## config.mk

```make
export PLATFORM = sky130hd
export DESIGN_NAME = dpad_autorepeat_button_mapper
export DESIGN_NICKNAME = d
export VERILOG_FILES = /design/src/sv/dpad_pkg.sv /design/src/sv/dpad_autorepeat_button_mapper.sv /design/src/sv/dpad_front.sv /design/src/sv/dpad_fifo.sv /design/src/sv/dpad_back.sv
export VERILOG_INCLUDE_DIRS = /design/src /design/src/sv
export SDC_FILE = /design/constraint.sdc
export NUM_CORES = 1
export LEC_CHECK = 0
export BUFFER_PORTS_ARGS = -buffer_cell sky130_fd_sc_hd__buf_2
export CORE_UTILIZATION = 60
export CTS_CLUSTER_SIZE = 8
export DETAILED_ROUTE_END_ITERATION = 6
export GPL_TIMING_DRIVEN = 0
export PLACE_DENSITY = 0.79
export SYNTH_ARGS = -nofsm -noshare
export SYNTH_HDL_FRONTEND = slang
export SYNTH_SLANG_ARGS = --single-unit
export TNS_END_PERCENT = 10
```

## constraint.sdc

```tcl
create_clock -name clk -period 3.7 [get_ports clk]
set_input_delay 0.185 -clock clk [delete_from_list [all_inputs] [get_ports clk]]
set_output_delay 0.185 -clock clk [all_outputs]
set_load 0.005 [all_outputs]
```

## src/sv/dpad_autorepeat_button_mapper_defines.svh

```systemverilog
// ----------------------------------------------------------------------------
// D-pad mapper assertion macros
// Shared concurrent assertion forms used by the mapper top level.
// ----------------------------------------------------------------------------
`ifndef DPAD_AUTOREPEAT_BUTTON_MAPPER_DEFINES_SVH
`define DPAD_AUTOREPEAT_BUTTON_MAPPER_DEFINES_SVH

// The consequent must hold in the same cycle as the antecedent.
`define DPAD_ASSERT_SAME(lbl, ante, cons, msg) \
  lbl: assert property (@(posedge clk) disable iff (!rst_n) (ante) |-> (cons)) \
    else $error(msg);

// The consequent must hold in the cycle after the antecedent.
`define DPAD_ASSERT_NEXT(lbl, ante, cons, msg) \
  lbl: assert property (@(posedge clk) disable iff (!rst_n) (ante) |=> (cons)) \
    else $error(msg);

`endif

```

## src/sv/dpad_pkg.sv

```systemverilog
// ----------------------------------------------------------------------------
// D-pad mapper package
// Word formats, codes and reset values shared by the mapper modules.
// ----------------------------------------------------------------------------
`default_nettype none

package dpad_pkg;

  localparam int CFG_IDX_W     = 3;
  localparam int CFG_DATA_W    = 32;
  localparam int CODE_W        = 10;
  localparam int MAP_W         = 14;
  localparam int MAP_VALID_BIT = 13;
  localparam int MAP_ACT_LSB   = 10;
  localparam int MAP_REG_COUNT = 4;
  localparam int MAP_BASE      = 4;
  localparam int FIFO_DEPTH    = 2;
  localparam int FIFO_AW       = (FIFO_DEPTH > 1) ? $clog2(FIFO_DEPTH) : 1;

  localparam logic        REQ_EVENT = 1'b0;
  localparam logic        REQ_TICK  = 1'b1;
  localparam logic [4:0]  EV_KEY    = 5'd1;
  localparam logic [4:0]  EV_ABS    = 5'd3;

  localparam logic signed [31:0] THR_LO_RESET   = 32'sd64;
  localparam logic signed [31:0] THR_HI_RESET   = 32'sd192;
  localparam logic [15:0]        DELAY_RESET    = 16'd500;
  localparam logic [15:0]        INTERVAL_RESET = 16'd150;
  localparam logic [MAP_W-1:0]   MAP0_RESET     = 14'd8496;
  localparam logic [MAP_W-1:0]   MAP1_RESET     = 14'd9521;

  typedef enum logic [CFG_IDX_W-1:0] {
    REG_AXIS_LO  = 3'd0,
    REG_AXIS_HI  = 3'd1,
    REG_DELAY    = 3'd2,
    REG_INTERVAL = 3'd3,
    REG_MAP0     = 3'd4,
    REG_MAP1     = 3'd5,
    REG_MAP2     = 3'd6,
    REG_MAP3     = 3'd7
  } reg_idx_t;

  typedef enum logic [2:0] {
    ACT_SELECT = 3'd0,
    ACT_CANCEL = 3'd1,
    ACT_BACK   = 3'd2,
    ACT_UP     = 3'd3,
    ACT_DOWN   = 3'd4,
    ACT_LEFT   = 3'd5,
    ACT_RIGHT  = 3'd6,
    ACT_USER   = 3'd7
  } action_t;

  typedef enum logic [1:0] {
    ZONE_CENTRE = 2'd0,
    ZONE_LOW    = 2'd1,
    ZONE_HIGH   = 2'd2
  } zone_t;

  typedef struct packed {
    logic               req_type;
    logic [4:0]         event_type;
    logic [CODE_W-1:0]  event_code;
    logic signed [31:0] event_value;
    logic [31:0]        now_ms;
  } in_word_t;

  typedef struct packed {
    action_t action;
    logic    last;
  } out_word_t;

  typedef struct packed {
    logic    pair;
    action_t act0;
    action_t act1;
  } cmd_t;

  function automatic action_t x_dir(zone_t z);
    return (z == ZONE_LOW) ? ACT_LEFT : ACT_RIGHT;
  endfunction

  function automatic action_t y_dir(zone_t z);
    return (z == ZONE_LOW) ? ACT_UP : ACT_DOWN;
  endfunction

endpackage

`default_nettype wire

```

## src/sv/dpad_autorepeat_button_mapper.sv

```systemverilog
// ----------------------------------------------------------------------------
// D-pad auto-repeat button mapper
// Input words carry a joystick event or a repeat tick with a millisecond
// timestamp. Output words carry an action code and a flag on the final word
// caused by an input word. Configuration is a write-only register port:
// cfg_we with cfg_index selects the register, cfg_wdata gives its value,
// and writes belong in periods with no word in flight.
// A word is taken on the in_ channel when in_valid is high and in_stall low,
// and delivered on the out_ channel when out_valid is high and out_stall low.
// One input word is taken per cycle while in_stall is low. Its first output
// word is written into the two-entry command queue and then registered in
// the output register before it is offered; a repeat tick that fires both
// axes gives two output words, the second held in the output stage until
// the first is delivered; input words are taken while the queue has room.
// A stalled receiver first fills the queue, then in_stall rises; words held
// in the queue are never dropped. Reset is synchronous: it empties the queue,
// restores register defaults and centres both axes with zero deadlines.
// ----------------------------------------------------------------------------
`default_nettype none
`include "dpad_autorepeat_button_mapper_defines.svh"

module dpad_autorepeat_button_mapper #(
  parameter int MAP_ENTRIES = 4
) (
  input  wire logic                             clk,
  input  wire logic                             rst_n,
  input  wire logic                             cfg_we,
  input  wire logic [dpad_pkg::CFG_IDX_W-1:0]   cfg_index,
  input  wire logic [dpad_pkg::CFG_DATA_W-1:0]  cfg_wdata,
  input  wire logic                             in_valid,
  input  wire dpad_pkg::in_word_t               in_word,
  output logic                                  in_stall,
  output logic                                  out_valid,
  input  wire logic                             out_stall,
  output dpad_pkg::out_word_t                   out_word
);
  import dpad_pkg::*;

  logic push;
  cmd_t push_cmd;
  logic fifo_full;
  logic pop;
  cmd_t pop_cmd;
  logic fifo_empty;

  dpad_front #(
    .MAP_ENTRIES(MAP_ENTRIES)
  ) u_front (
    .clk       (clk),
    .rst_n     (rst_n),
    .cfg_we    (cfg_we),
    .cfg_index (cfg_index),
    .cfg_wdata (cfg_wdata),
    .in_valid  (in_valid),
    .in_word   (in_word),
    .in_stall  (in_stall),
    .fifo_full (fifo_full),
    .push      (push),
    .push_cmd  (push_cmd)
  );

  dpad_fifo u_fifo (
    .clk      (clk),
    .rst_n    (rst_n),
    .push     (push),
    .push_cmd (push_cmd),
    .full     (fifo_full),
    .pop      (pop),
    .pop_cmd  (pop_cmd),
    .empty    (fifo_empty)
  );

  dpad_back u_back (
    .clk        (clk),
    .rst_n      (rst_n),
    .fifo_empty (fifo_empty),
    .pop_cmd    (pop_cmd),
    .pop        (pop),
    .out_valid  (out_valid),
    .out_stall  (out_stall),
    .out_word   (out_word)
  );

  `DPAD_ASSERT_SAME(a_no_push_when_full, push, !fifo_full, "command pushed into a full queue")
  `DPAD_ASSERT_SAME(a_no_pop_when_empty, pop, !fifo_empty, "command popped from an empty queue")
  `DPAD_ASSERT_NEXT(a_pair_completes, out_valid && !out_word.last, out_valid, "second word lost")

endmodule

`default_nettype wire

```

## src/sv/dpad_front.sv

```systemverilog
// ----------------------------------------------------------------------------
// D-pad mapper front end
// Holds configuration and axis state, classifies each input word and queues
// the actions it causes, up to two per input word.
// ----------------------------------------------------------------------------
`default_nettype none

module dpad_front #(
  parameter int MAP_ENTRIES = 4
) (
  input  wire logic                             clk,
  input  wire logic                             rst_n,
  input  wire logic                             cfg_we,
  input  wire logic [dpad_pkg::CFG_IDX_W-1:0]   cfg_index,
  input  wire logic [dpad_pkg::CFG_DATA_W-1:0]  cfg_wdata,
  input  wire logic                             in_valid,
  input  wire dpad_pkg::in_word_t               in_word,
  output logic                                  in_stall,
  input  wire logic                             fifo_full,
  output logic                                  push,
  output dpad_pkg::cmd_t                        push_cmd
);
  import dpad_pkg::*;

  localparam int MAP_REGS = (MAP_ENTRIES < MAP_REG_COUNT) ? MAP_ENTRIES : MAP_REG_COUNT;

  logic signed [31:0] lo_thr_r;
  logic signed [31:0] hi_thr_r;
  logic [15:0]        delay_r;
  logic [15:0]        interval_r;
  logic [MAP_W-1:0]   map_r [MAP_REGS];

  zone_t       held_x_r, held_x_nxt;
  zone_t       held_y_r, held_y_nxt;
  logic [31:0] dl_x_r, dl_x_nxt;
  logic [31:0] dl_y_r, dl_y_nxt;

  logic        accept;
  logic        axis_evt;
  logic        key_evt;
  zone_t       zone;
  logic [31:0] diff_x, diff_y;
  logic        x_due, y_due;
  logic [31:0] now_delay, now_interval;
  logic        hit;
  action_t     hit_act;

  assign in_stall = fifo_full;
  assign accept   = in_valid && !fifo_full;

  assign axis_evt = (in_word.req_type == REQ_EVENT) && (in_word.event_type == EV_ABS) &&
                    (in_word.event_code[CODE_W-1:1] == '0);
  assign key_evt  = (in_word.req_type == REQ_EVENT) && (in_word.event_type == EV_KEY) &&
                    (in_word.event_value == 32'sd1);

  assign now_delay    = in_word.now_ms + {16'd0, delay_r};
  assign now_interval = in_word.now_ms + {16'd0, interval_r};
  assign diff_x       = in_word.now_ms - dl_x_r;
  assign diff_y       = in_word.now_ms - dl_y_r;
  assign x_due        = (held_x_r != ZONE_CENTRE) && !diff_x[31];
  assign y_due        = (held_y_r != ZONE_CENTRE) && !diff_y[31];

  always_comb begin
    if (in_word.event_value <= lo_thr_r) begin
      zone = ZONE_LOW;
    end else if (in_word.event_value >= hi_thr_r) begin
      zone = ZONE_HIGH;
    end else begin
      zone = ZONE_CENTRE;
    end
  end

  // The lowest-numbered valid entry wins, so scan from the top down.
  always_comb begin
    hit     = 1'b0;
    hit_act = ACT_SELECT;
    for (int k = MAP_REGS - 1; k >= 0; k--) begin
      if (map_r[k][MAP_VALID_BIT] && (map_r[k][CODE_W-1:0] == in_word.event_code)) begin
        hit     = 1'b1;
        hit_act = action_t'(map_r[k][MAP_ACT_LSB +: 3]);
      end
    end
  end

  always_comb begin
    held_x_nxt = held_x_r;
    held_y_nxt = held_y_r;
    dl_x_nxt   = dl_x_r;
    dl_y_nxt   = dl_y_r;
    push       = 1'b0;
    push_cmd   = '{pair: 1'b0, act0: ACT_SELECT, act1: ACT_SELECT};
    if (accept) begin
      if (in_word.req_type == REQ_TICK) begin
        if (x_due) begin
          dl_x_nxt = now_interval;
        end
        if (y_due) begin
          dl_y_nxt = now_interval;
        end
        push          = x_due || y_due;
        push_cmd.pair = x_due && y_due;
        push_cmd.act0 = x_due ? x_dir(held_x_r) : y_dir(held_y_r);
        push_cmd.act1 = y_dir(held_y_r);
      end else if (axis_evt) begin
        if (!in_word.event_code[0]) begin
          if (zone != held_x_r) begin
            held_x_nxt = zone;
            if (zone != ZONE_CENTRE) begin
              push          = 1'b1;
              push_cmd.act0 = x_dir(zone);
              dl_x_nxt      = now_delay;
            end
          end
        end else begin
          if (zone != held_y_r) begin
            held_y_nxt = zone;
            if (zone != ZONE_CENTRE) begin
              push          = 1'b1;
              push_cmd.act0 = y_dir(zone);
              dl_y_nxt      = now_delay;
            end
          end
        end
      end else if (key_evt && hit) begin
        push          = 1'b1;
        push_cmd.act0 = hit_act;
      end
    end
  end

  always_ff @(posedge clk) begin
    if (!rst_n) begin
      lo_thr_r   <= THR_LO_RESET;
      hi_thr_r   <= THR_HI_RESET;
      delay_r    <= DELAY_RESET;
      interval_r <= INTERVAL_RESET;
      for (int k = 0; k < MAP_REGS; k++) begin
        map_r[k] <= (k == 0) ? MAP0_RESET : ((k == 1) ? MAP1_RESET : '0);
      end
      held_x_r <= ZONE_CENTRE;
      held_y_r <= ZONE_CENTRE;
      dl_x_r   <= '0;
      dl_y_r   <= '0;
    end else begin
      if (cfg_we) begin
        unique case (reg_idx_t'(cfg_index))
          REG_AXIS_LO:  lo_thr_r   <= cfg_wdata;
          REG_AXIS_HI:  hi_thr_r   <= cfg_wdata;
          REG_DELAY:    delay_r    <= cfg_wdata[15:0];
          REG_INTERVAL: interval_r <= cfg_wdata[15:0];
          default: ;
        endcase
        for (int k = 0; k < MAP_REGS; k++) begin
          if (cfg_index == CFG_IDX_W'(MAP_BASE + k)) begin
            map_r[k] <= cfg_wdata[MAP_W-1:0];
          end
        end
      end
      held_x_r <= held_x_nxt;
      held_y_r <= held_y_nxt;
      dl_x_r   <= dl_x_nxt;
      dl_y_r   <= dl_y_nxt;
    end
  end

endmodule

`default_nettype wire

```

## src/sv/dpad_fifo.sv

```systemverilog
// ----------------------------------------------------------------------------
// D-pad mapper command queue
// Short queue of action commands between the front end and the output stage.
// ----------------------------------------------------------------------------
`default_nettype none

module dpad_fifo (
  input  wire logic            clk,
  input  wire logic            rst_n,
  input  wire logic            push,
  input  wire dpad_pkg::cmd_t  push_cmd,
  output logic                 full,
  input  wire logic            pop,
  output dpad_pkg::cmd_t       pop_cmd,
  output logic                 empty
);
  import dpad_pkg::*;

  cmd_t                mem_r [FIFO_DEPTH];
  logic [FIFO_AW-1:0]  wr_ptr_r;
  logic [FIFO_AW-1:0]  rd_ptr_r;
  logic [FIFO_AW:0]    cnt_r;

  assign full    = (cnt_r == (FIFO_AW + 1)'(FIFO_DEPTH));
  assign empty   = (cnt_r == '0);
  assign pop_cmd = mem_r[rd_ptr_r];

  always_ff @(posedge clk) begin
    if (push) begin
      mem_r[wr_ptr_r] <= push_cmd;
    end
  end

  always_ff @(posedge clk) begin
    if (!rst_n) begin
      wr_ptr_r <= '0;
      rd_ptr_r <= '0;
      cnt_r    <= '0;
    end else begin
      if (push) begin
        wr_ptr_r <= (wr_ptr_r == FIFO_AW'(FIFO_DEPTH - 1)) ? '0 : wr_ptr_r + 1'b1;
      end
      if (pop) begin
        rd_ptr_r <= (rd_ptr_r == FIFO_AW'(FIFO_DEPTH - 1)) ? '0 : rd_ptr_r + 1'b1;
      end
      if (push && !pop) begin
        cnt_r <= cnt_r + 1'b1;
      end else if (pop && !push) begin
        cnt_r <= cnt_r - 1'b1;
      end
    end
  end

endmodule

`default_nettype wire

```

## src/sv/dpad_back.sv

```systemverilog
// ----------------------------------------------------------------------------
// D-pad mapper output stage
// Takes queued commands and presents their actions one word at a time,
// marking the final word of each command.
// ----------------------------------------------------------------------------
`default_nettype none

module dpad_back (
  input  wire logic            clk,
  input  wire logic            rst_n,
  input  wire logic            fifo_empty,
  input  wire dpad_pkg::cmd_t  pop_cmd,
  output logic                 pop,
  output logic                 out_valid,
  input  wire logic            out_stall,
  output dpad_pkg::out_word_t  out_word
);
  import dpad_pkg::*;

  logic      out_valid_r;
  out_word_t out_word_r;
  logic      pend_valid_r;
  action_t   pend_act_r;
  logic      out_take;

  assign out_valid = out_valid_r;
  assign out_word  = out_word_r;
  assign out_take  = out_valid_r && !out_stall;
  assign pop       = !fifo_empty && (!out_valid_r || (out_take && !pend_valid_r));

  always_ff @(posedge clk) begin
    if (!rst_n) begin
      out_valid_r  <= 1'b0;
      pend_valid_r <= 1'b0;
    end else if (out_take && pend_valid_r) begin
      out_word_r   <= '{action: pend_act_r, last: 1'b1};
      pend_valid_r <= 1'b0;
    end else if (pop) begin
      out_valid_r  <= 1'b1;
      out_word_r   <= '{action: pop_cmd.act0, last: !pop_cmd.pair};
      pend_valid_r <= pop_cmd.pair;
      pend_act_r   <= pop_cmd.act1;
    end else if (out_take) begin
      out_valid_r <= 1'b0;
    end
  end

endmodule

`default_nettype wire

```

==> out/metrics.cfg <==
[floorplan]
die_w_um = 158.0
rows = 56
dieArea_um2 = 24960
io_pins = 126
initial_core_util_pct = 61.65
die_h_um = 158.0
core_area_um2 = 23680

[synth]
synth_commonest_cells = nand2_1 (290), a21oi_1 (182), dfxtp_1 (171), ha_1 (141), inv_1 (140)
synthCells = 1697
synth_edf_count = 74
synth_area_leader_cell = dfxtp_1
yosysUniqueCellTypes = 82
yosysWarnings = 0
yosysSeqAreaShare_pct = 38.67
yosys_most_used_dff = dfxtp_1
yosysMostFrequentCell = nand2_1
async_reset_ff_share_pct = 0
synth_nets = 1959
syn_area_um2 = 14600
ys_ff_latch = 245
yosysTopAreaCellShare_pct = 23.45
avgSynthCellArea_um2 = 8.604
synth_area_leaders = dfxtp_1 (23%), edfxtp_1 (15%), ha_1 (12%)

[sta]
rsz0062_at_grt = true
hold_slack_ns = 0.01735
drv_slew = 0
period_share_pct = 98.64
period_minus_slack_ns = 3.650
hold_viol_final = 0
setup_violations = 0
clock_skew_ns = 0.01696
max_freq_mhz = 274.0
tightestPinTransition_ns = 0.8562
timing.slew.headroom_pct = 42.44

[clocking]
clk_transition_reported_paths_ns = 0.05
numCtsBuffers = 36
clkSinkCount = 245
insertion_delay_ns = 0.51
cts_root_buf = clkbuf_16
cts_tree = built
clock_path_buffers = 3
htree_levels = 2

[place]
gp_congestion = 0.9611
dp_hpwl_um = 29740
port_buffers = 114

[finish]
nNetsFinal = 2141
drive_above_1_share_pct = 12.58
area_growth_pct = 16.35
utilization_pct = 71.73
fillers = 1849
antenna_cells = 0

[worst_setup_path]
worstPathRequired_ns = 4.12
end_kind = flop
startpoint_type = flop
critPathMaxFanout = 6
crit_type = flop to flop
worst-r2r-setup-slack_ns = 0.05
worstPathArrival_ns = 4.07

[routing]
drt_iter0_markers = 976
ant_nets = 0
drc_errors = 0
routed_via_density = 5.927
vias = 13100
wl_um = 40880
first_pass_iters = 5
wl_per_cell_um = 18.49

[global_routing]
grt_max_degree = 12
overflow = 0
grt_pass1_wl_um = 63630
grtUsageTotal_pct = 32.83
antenna_found_initial = 0
grt_pass1_vias = 12480

[status]
status = finished clean

[hold_path]
hold_path_class = primary input to flop

[power_and_ir_drop]
power_density_nw_per_um2 = 415.4
ir_worst_vdd_v = 0.0003814
power.leakage_nw = 6.570

[run]
cap_violations = 0

[cell families (layout without fill, tap and decap cells)]
group,Yosys count,in the layout,synth area share (%)
compound gates,359,359,14.96
xor+xnor,75,75,4.499
fa+ha+maj,142,142,12.22
buf+inv,221,416,5.870
flops,245,245,38.67
mux,62,62,4.456
simple gates,593,593,19.32
[sequential cells by signal (all words and copies together) (netlist names), 2 cells and up, named ones only]
name / cells
u_front.map_r: 56
u_front.dl_x_r: 32
u_front.dl_y_r: 32
u_front.hi_thr_r: 32
u_front.lo_thr_r: 32
u_front.delay_r: 16
u_front.interval_r: 16
u_fifo.mem_r: 12
u_back.out_word: 4
u_back.pend_act_r: 2
u_fifo.cnt_r: 2
u_front.held_x_r: 2
u_front.held_y_r: 2
[cells in the final DEF, fill, tap and decap left out, types with 3 or more instances in the layout]
cell type      instances
buf_2                122
a21oi_1              181
clkbuf_16             37
nand3_2                3
mux2_2                18
edfxtp_1              74
and4_1                 4
xor2_1                17
o21bai_1               5
o211ai_1              10
nor3_1                16
a21o_1                18
o21ai_0               52
ha_4                   3
nand3_1               59
nor2b_1                9
clkbuf_1              75
ha_1                 137
xnor2_1               58
a311oi_1              12
or3_1                 12
dlygate4sd3_1         18
dfxtp_1              171
nand2b_1              16
a31oi_1                7
a211oi_1              12
inv_1                140
o31ai_1                6
nor4_1                13
and2_1                52
nand2_1              289
mux2i_1               40
and3_1                10
o21a_1                10
o21ai_1                7
nand4_1               34
nor2_1                53
buf_4                 14
a41oi_1                3
[per-layer routing]
metal  part of all wire, %  wire length [um]  GRT usage, %
met1                    42             17120         42.20
met2                    47             19410         55.53
met3                   7.1              2891         4.736
met4                   3.6              1452         13.00
met5                     0                 0             0
[area by class of cell]
cell class                 instances  area [um^2]  area share [%]
tap                              319        399.1           2.350
clock buffer                      48        967.2           5.693
timing repair buffer             144        844.6           4.972
sequential                       245         5645           33.23
clock inverter                     3        22.52          0.1326
inverter                         141        531.8           3.130
multi-input combinational       1231         8245           48.54
buffer                            80        331.6           1.952
[worst max-delay path, stage by stage, from the launching register on]
cell,delay [ns]
dfxtp_1,0.33
inv_1,0.05
ha_1,0.30
nand4_1,0.23
buf_4,0.17
nor2_1,0.04
a22oi_1,0.21
o211ai_1,0.12
buf_4,0.19
or3b_4,0.44
o311ai_4,0.12
a221oi_2,0.14
or3_4,0.46
inv_4,0.09
ha_4,0.20
or3_1,0.34
a21oi_1,0.12
[path summary, 6_finish.rpt]
kind,from,to,cells after the start
hold reg to reg,u_front.hi_thr_r[15],u_front.hi_thr_r[15],2
setup / recovery,u_front.lo_thr_r[30],u_fifo.cnt_r[1],16
hold / removal,out_stall,u_back.out_valid,3
setup reg to reg,u_front.lo_thr_r[30],u_fifo.cnt_r[1],16
[report_power, final]
part | switching [mW] | leakage (nW) | internal (mW) | total [mW]
clock network | 1.16 | 0.482 | 1.80 | 2.96
logic | 0.668 | 3.99 | 0.457 | 1.12
registers | 0.0586 | 2.09 | 2.91 | 2.97
[what timing repair did]
item                       4_1_cts  5_1_grt
setup endpoints to repair       32       39
hold endpoints to repair        38        0
resized for setup               10       22
pin swaps                        2       14
hold buffers                    18        0
buffers inserted                 1        7
[stage by stage]
| stage | total power [mW] | instance area, um^2 | TNS [ns] | cells | worst slack (ns) |
|---|---|---|---|---|---|
| final | 7.056 | 16990 | 0 | 2211 | 0.05025 |
| after global routing | 7.300 | 16990 | -0.4630 | 2211 | -0.1143 |
| after CTS | 7.022 | 16840 | 0 | 2204 | 0.007339 |
| after detailed placement | 4.067 | 15610 | -22.18 | 2134 | -0.7801 |
| after global placement | 4.024 | 15570 | -18.76 | 2130 | -0.6965 |
| after floorplan | 3.707 | 14600 | 0 | 1697 | 0.2511 |
Note: power is estimated with default switching activity, not from simulation.
